<file path="config.mk">
export PLATFORM = sky130hd
export DESIGN_NAME = sfd_lane
export DESIGN_NICKNAME = d
export VERILOG_FILES = /design/src/hw/rtl/sfd_pkg.sv /design/src/hw/rtl/sfd_lane.sv
export SDC_FILE = /design/constraint.sdc
export NUM_CORES = 2
export LEC_CHECK = 0
export ABC_AREA = 1
export BUFFER_PORTS_ARGS = -buffer_cell sky130_fd_sc_hd__clkbuf_2
export CELL_PAD_IN_SITES_DETAIL_PLACEMENT = 0
export CELL_PAD_IN_SITES_GLOBAL_PLACEMENT = 2
export CORE_MARGIN = 3
export CORE_UTILIZATION = 38
export CTS_BUF_LIST = sky130_fd_sc_hd__clkbuf_4 sky130_fd_sc_hd__clkbuf_8 sky130_fd_sc_hd__clkbuf_16
export DETAILED_ROUTE_END_ITERATION = 10
export PLACE_DENSITY = 0.78
export SLEW_MARGIN = 40
export SYNTH_ARGS = -nofsm -noshare
export SYNTH_HDL_FRONTEND = slang
export SYNTH_SLANG_ARGS = --single-unit
</file>
<file path="constraint.sdc">
create_clock -name clk -period 12.5 [get_ports clk]
set_clock_uncertainty 0.2 [all_clocks]
set_input_delay 0.625 -clock clk [delete_from_list [all_inputs] [get_ports clk]]
set_output_delay 0.625 -clock clk [all_outputs]
set_load 0.01 [all_outputs]
</file>
<file path="src/hw/rtl/sfd_pkg.sv">
// shared types, constants and arithmetic helpers for the stereo feedback delay
`timescale 1ns / 1ps

package sfd_pkg;

	localparam int ADDR_W      = 15;
	localparam int DEPTH       = 1 << ADDR_W;
	localparam int SAMPLE_BITS = 16;
	localparam int GAIN_FRAC   = 14;
	localparam int DELAY_W     = 15;
	localparam int FB_W        = 16;
	localparam int GAIN_W      = 18;
	localparam int CFG_W       = 18;
	localparam int CFG_IDX_W   = 2;
	localparam int PROD_W      = GAIN_W + 1 + SAMPLE_BITS;
	localparam int FBP_W       = FB_W + SAMPLE_BITS;
	localparam int SUM_W       = PROD_W + 2;

	localparam logic [DELAY_W-1:0]       DELAY_RESET = DELAY_W'(2205);
	localparam logic signed [FB_W-1:0]   FB_RESET    = FB_W'(6144);
	localparam logic [GAIN_W-1:0]        WET_RESET   = GAIN_W'(16384);
	localparam logic [GAIN_W-1:0]        DRY_RESET   = GAIN_W'(16384);

	typedef enum logic [CFG_IDX_W-1:0] {
		REG_DELAY = 2'd0,
		REG_FB    = 2'd1,
		REG_WET   = 2'd2,
		REG_DRY   = 2'd3
	} cfg_reg_t;

	typedef logic signed [SAMPLE_BITS-1:0] sample_t;

	typedef struct packed {
		sample_t right;
		sample_t left;
	} frame_t;

	// round a Q.14 sum (ties toward plus infinity) and saturate to a sample
	function automatic sample_t round_sat(input logic signed [SUM_W-1:0] v);
		logic signed [SUM_W-1:0] t;
		logic signed [SUM_W-1:0] sh;
		logic signed [SUM_W-1:0] hi;
		logic signed [SUM_W-1:0] lo;
		hi = SUM_W'((1 << (SAMPLE_BITS - 1)) - 1);
		lo = -hi - SUM_W'(1);
		t  = v + SUM_W'(1 << (GAIN_FRAC - 1));
		sh = t >>> GAIN_FRAC;
		if (sh > hi)
			return hi[SAMPLE_BITS-1:0];
		else if (sh < lo)
			return lo[SAMPLE_BITS-1:0];
		else
			return sh[SAMPLE_BITS-1:0];
	endfunction

endpackage

</file>
<file path="src/hw/rtl/sfd_lane.sv">
// one channel of the mix: registered products, then sum, round and saturate
`timescale 1ns / 1ps

module sfd_lane
	import sfd_pkg::*;
(
	input  logic                    clk,
	input  logic                    en,
	input  sample_t                 x,
	input  sample_t                 d,
	input  logic signed [FB_W-1:0]  fb_gain,
	input  logic [GAIN_W-1:0]       wet_gain,
	input  logic [GAIN_W-1:0]       dry_gain,
	output sample_t                 mix_out,
	output sample_t                 rec_out
);

	logic signed [PROD_W-1:0] prod_dry_s2;
	logic signed [PROD_W-1:0] prod_wet_s2;
	logic signed [FBP_W-1:0]  prod_fb_s2;
	sample_t                  x_s2;

	logic signed [GAIN_W:0]   dry_sg;
	logic signed [GAIN_W:0]   wet_sg;
	logic signed [SUM_W-1:0]  mix_sum;
	logic signed [SUM_W-1:0]  rec_sum;

	assign dry_sg = $signed({1'b0, dry_gain});
	assign wet_sg = $signed({1'b0, wet_gain});

	always_ff @(posedge clk) begin
		if (en) begin
			prod_dry_s2 <= dry_sg * x;
			prod_wet_s2 <= wet_sg * d;
			prod_fb_s2  <= fb_gain * d;
			x_s2        <= x;
		end
	end

	assign mix_sum = SUM_W'(prod_dry_s2) + SUM_W'(prod_wet_s2);
	assign rec_sum = (SUM_W'(x_s2) <<< GAIN_FRAC) + SUM_W'(prod_fb_s2);

	assign mix_out = round_sat(mix_sum);
	assign rec_out = round_sat(rec_sum);

endmodule

</file>
; Word-level counts from Yosys, hierarchy flattened
; Index checks and enable logic that the tools add are counted.
; Widths: inputs -> output; s select.
[op_classes]
div = 0
n_lt_le_gt_ge = 4
add_sub_neg = 4
shift = 0
muxes = 4
bitwise_logic = 0
n_reduce_logical = 0
multipliers = 3
n_eq_ne = 0
[ops]
columns = cell, n
row1 = $mul 19x16->35, 2
row2 = $mux 16, 4
row3 = $add 36x15->37 const B, 1
row4 = $add 35x35->36, 1
row5 = $add 33x15->34 const B, 1
row6 = $add 30x32->33, 1
row7 = $mul 16x16->32, 1
row8 = $gt 23x16->1 const B, 1
row9 = $lt 23x16->1 const B, 1
row10 = $gt 20x16->1 const B, 1
row11 = $lt 20x16->1 const B, 1
[word_totals]
input_bits = 86
wordCells = 19
mem_bits_rw = 0
mem_bits_ro = 0
latch_bits = 0
memories = 0
register_bits = 118

; Logic depth before layout (Yosys ltp)
[logic_depth]
depth_word = 5
depth_mapped = 29

; Worst setup path before layout
; Ideal clock, no wire load.
[synth_timing]
path_type = input to register
start = in wet_gain[7]
end = reg prod_wet_s2[29] (data pin)
required_time_ns = 12.041
setup_ns = 0.259
path_stages = 23
arrival_ns = 6.036
path_slack_ns = 6.005
path_cell_list = clkbuf_1 -> clkbuf_1 -> nand2_1 -> fa_1 -> inv_1 -> fa_1 -> inv_1 -> fa_1 -> inv_1 -> fa_1 -> fa_1 -> inv_1 -> fa_1 -> inv_1 -> ha_1 -> nand2_1 -> nor2_1 -> nand2_1 -> o21ai_0 -> a21boi_0 -> o21a_1 -> o211ai_1 -> nand2_1
[synth_between]
elab_chain_cells = 1
[synth_rtl]
columns = item, line_no
row1 = start: declaration, sfd_lane.sv:12  ; input logic [GAIN_W-1:0] wet_gain,
row2 = $mul 19x16->35, sfd_lane.sv:34  ; prod_wet_s2 <= wet_sg * d;
row3 = end signal: assignment, sfd_lane.sv:34
row4 = end: declaration, sfd_lane.sv:19  ; logic signed [PROD_W-1:0] prod_wet_s2;
; No other way between the ends.
; A chain may end at the register's enable or synchronous reset.

; Worst setup path in the final report
[layout_timing]
start = in d[1]
end = reg prod_fb_s2[28] (data pin)
[layout_between]
elab_chain_cells = 1
[layout_rtl]
columns = item, line_no
row1 = start: declaration, sfd_lane.sv:10  ; input sample_t d,
row2 = $mul 16x16->32, sfd_lane.sv:35  ; prod_fb_s2 <= fb_gain * d;
row3 = end signal: assignment, sfd_lane.sv:35
row4 = end: declaration, sfd_lane.sv:20  ; logic signed [FBP_W-1:0] prod_fb_s2;
; No other way between the ends.

==> metrics.txt <==
# TYPE chip_impl_metric gauge
chip_impl_info{name="status",value="completed"} 1
chip_impl_metric{name="via_count_of_the_first_global_routing_pass",unit=""} 30200
chip_impl_metric{name="detail_route.vias_per_cell",unit=""} 4.68
chip_impl_metric{name="seq_area",unit="sq um"} 3150
chip_impl_info{name="cp-start-kind",value="input pin"} 1
chip_impl_metric{name="postCtsHoldBufs",unit=""} 0
chip_impl_info{name="cts_tree",value="yes"} 1
chip_impl_metric{name="rows",unit=""} 114
chip_impl_metric{name="synth_seq_area_share",unit="%"} 8.46
chip_impl_info{name="synth_top_flop_cell",value="edfxtp_1"} 1
chip_impl_metric{name="cp_max_fo",unit=""} 33
chip_impl_metric{name="synth_async_sr_flop_share",unit="%"} 0
chip_impl_metric{name="drt_first_iter_violations",unit=""} 1522
chip_impl_metric{name="synth-seq-cells",unit=""} 105
chip_impl_metric{name="timing_hold_violations_final",unit=""} 0
chip_impl_metric{name="area_of_the_mapped_netlist",unit="sq um"} 37300
chip_impl_metric{name="placeableCoreArea",unit="sq um"} 97000
chip_impl_metric{name="period_share",unit="%"} 54.0
chip_impl_metric{name="gp_congestion",unit=""} 0.834
chip_impl_metric{name="synthDominantCellAreaShare",unit="%"} 37.9
chip_impl_metric{name="wl_per_cell",unit="microns"} 17.3
chip_impl_metric{name="initial_antenna_violation_count",unit=""} 2
chip_impl_metric{name="place.detailed.hpwl",unit="microns"} 83400
chip_impl_metric{name="tns",unit="ps"} 0
chip_impl_metric{name="die_height",unit="microns"} 319
chip_impl_info{name="worst_setup_path_end_kind",value="flip-flop"} 1
chip_impl_metric{name="post-route-drc-count",unit=""} 0
chip_impl_metric{name="num-fill-cells",unit=""} 10200
chip_impl_metric{name="synthCells",unit=""} 4745
chip_impl_info{name="synthDominantAreaCellType",value="fa_1"} 1
chip_impl_metric{name="clk_transition_reported_paths",unit="ps"} 90
chip_impl_metric{name="grt.overflow.total",unit=""} 0
chip_impl_info{name="rsz0062_at_grt",value="no"} 1
chip_impl_metric{name="htree_num_levels",unit=""} 3
chip_impl_metric{name="yosysWarnings",unit=""} 0
chip_impl_metric{name="start_util",unit="%"} 38.4
chip_impl_metric{name="timing.final.crit_period",unit="ps"} 6750
chip_impl_metric{name="syn_avg_cell_area",unit="sq um"} 7.86
chip_impl_metric{name="cts.path.max_buffers",unit=""} 2
chip_impl_metric{name="io_buffer_count",unit=""} 117
chip_impl_metric{name="io-pin-count",unit=""} 118
chip_impl_metric{name="max_cap_violations",unit=""} 0
chip_impl_info{name="synth.top_cells.by_count",value="inv_1 (1350), nand2_1 (1220), fa_1 (706), ha_1 (417), clkbuf_1 (176)"} 1
chip_impl_metric{name="max_slew_headroom",unit="%"} 50.9
chip_impl_info{name="cts_root_buffer",value="clkbuf_16"} 1
chip_impl_metric{name="grt_start_max_net_pins",unit=""} 71
chip_impl_metric{name="synth.distinct_cells",unit=""} 50
chip_impl_metric{name="critical_path_arrival",unit="ps"} 6660
chip_impl_metric{name="syn-num-nets",unit=""} 5954
chip_impl_metric{name="postCtsSetupRepairBufs",unit=""} 0
chip_impl_metric{name="die_area",unit="sq um"} 102000
chip_impl_metric{name="global_route_total_usage_across_every_layer",unit="%"} 21.3
chip_impl_info{name="hp-class",value="in2reg"} 1
chip_impl_metric{name="dr.pass1.iters",unit=""} 5
chip_impl_metric{name="report.final.setup_viol",unit=""} 0
chip_impl_metric{name="drive_above_1_share",unit="%"} 4.31
chip_impl_metric{name="dr_total_vias",unit=""} 28000
chip_impl_info{name="setup.worst_path.class",value="in2reg"} 1
chip_impl_metric{name="multi_input_comb_area",unit="sq um"} 28300
chip_impl_metric{name="clock.fmax",unit="MHz"} 148
chip_impl_metric{name="post_cts_resized",unit=""} 0
chip_impl_metric{name="numClockSinks",unit=""} 105
chip_impl_metric{name="tightestPinTransition",unit="ps"} 732
chip_impl_metric{name="cts_buffers",unit=""} 9
chip_impl_info{name="ys_top_cells_by_area",value="fa_1 (38%), ha_1 (14%), inv_1 (14%)"} 1
chip_impl_metric{name="drv_slew",unit=""} 0
chip_impl_metric{name="num-nets-final",unit=""} 5915
chip_impl_metric{name="global_route_wire_length_before_repair",unit="microns"} 171000
chip_impl_metric{name="synth_edf_count",unit=""} 105
chip_impl_info{name="yosys.cell_count.top_type",value="inv_1"} 1
chip_impl_metric{name="drt-total-wl",unit="microns"} 104000
chip_impl_metric{name="die-width",unit="microns"} 319
chip_impl_metric{name="syn2layout_area_growth",unit="%"} 5.11
chip_impl_metric{name="worst_ep_required_time",unit="ps"} 12400
chip_impl_metric{name="drtAntennaViolNets",unit=""} 0
[kinds of logic after synthesis]
logic type / synth area share [%]
adder cells (fa/ha/maj): 51.9
flip-flops: 8.46
AND/OR/NAND/NOR: 16.6
buffers and inverters: 15.6
XOR/XNOR: 2.91
AO/OA/AOI/OAI: 4.58
[registers in the layout, summed over array words and instances, names as in the netlist]
signal and count:
prod_dry_s2 35, prod_wet_s2 35, prod_fb_s2 19, x_s2 16
[layer usage]
layer | global-route usage (%) | wire (microns) | share of wire (%)
met1 | 31.4 | 51700 | 50
met4 | 2.99 | 1390 | 1.3
met2 | 34.7 | 47000 | 45
met3 | 2.04 | 3650 | 3.5
met5 | 0 | 0 | 0
[critical path, cell delays in order]
cell and delay, ps:
clkbuf_2 70, buf_4 460, nand2_1 180, inv_1 170, fa_1 540, fa_1 890
fa_1 530, fa_1 520, fa_1 490, inv_1 50, fa_1 480, inv_1 50
ha_1 380, nand2_1 100, nor2_1 100, inv_1 70, nor3_1 250, nand3_1 100
o21ai_0 390, xor2_1 170
[path summary, 6_finish.rpt]
path | start | to | slack (ps) | cells past startpoint
worst max-delay path | d[1] | prod_fb_s2[28] | 5750 | 20
worst min-delay path | x[15] | x_s2[15] | 260 | 1
[through the flow]
stage,std cells,util [%],hold WS (ps),instance area [sq um],setup slack (ps)
after global routing,5987,40.4,248,39200,5400
after global placement,5971,40.1,644,38900,5250
after floorplan,4745,-,524,37300,6010
final,5988,40.4,258,39200,5750
after CTS,5987,40.4,235,39200,5660
after detailed placement,5971,40.1,659,38900,5260
[area by class of cell]
cell class | count | share of cell area [%]
Clock buffer | 9 | 0.575
Tap cell | 1276 | 4.07
Timing Repair Buffer | 133 | 1.82
Inverter | 1356 | 13.0
Clock inverter | 7 | 0.220
Multi-Input combinational cell | 3101 | 72.3
Sequential cell | 105 | 8.05
Antenna cell | 1 | 0.00639
[cells in the final DEF, fill, tap and decap left out, types with 3 or more instances in the layout]
master,n
a31oi_1,15
a21o_1,14
inv_1,1350
xnor2_1,39
a21oi_1,154
xor2_1,83
ha_1,417
fa_1,706
nor2_4,3
nand2_1,1220
nor4_2,3
o21ai_1,4
nand3_1,68
nand2_2,12
edfxtp_1,105
clkbuf_16,9
o21bai_1,15
nor2_2,4
o211ai_1,5
nand4_1,13
buf_4,16
nor2_1,168
nor3_1,31
a211oi_1,5
a21boi_0,4
inv_2,5
o21ai_0,73
clkbuf_2,115
or2_2,18
Power is not shown: default switching activity piles up to over one toggle a cycle in this logic, so the estimate is an artifact.
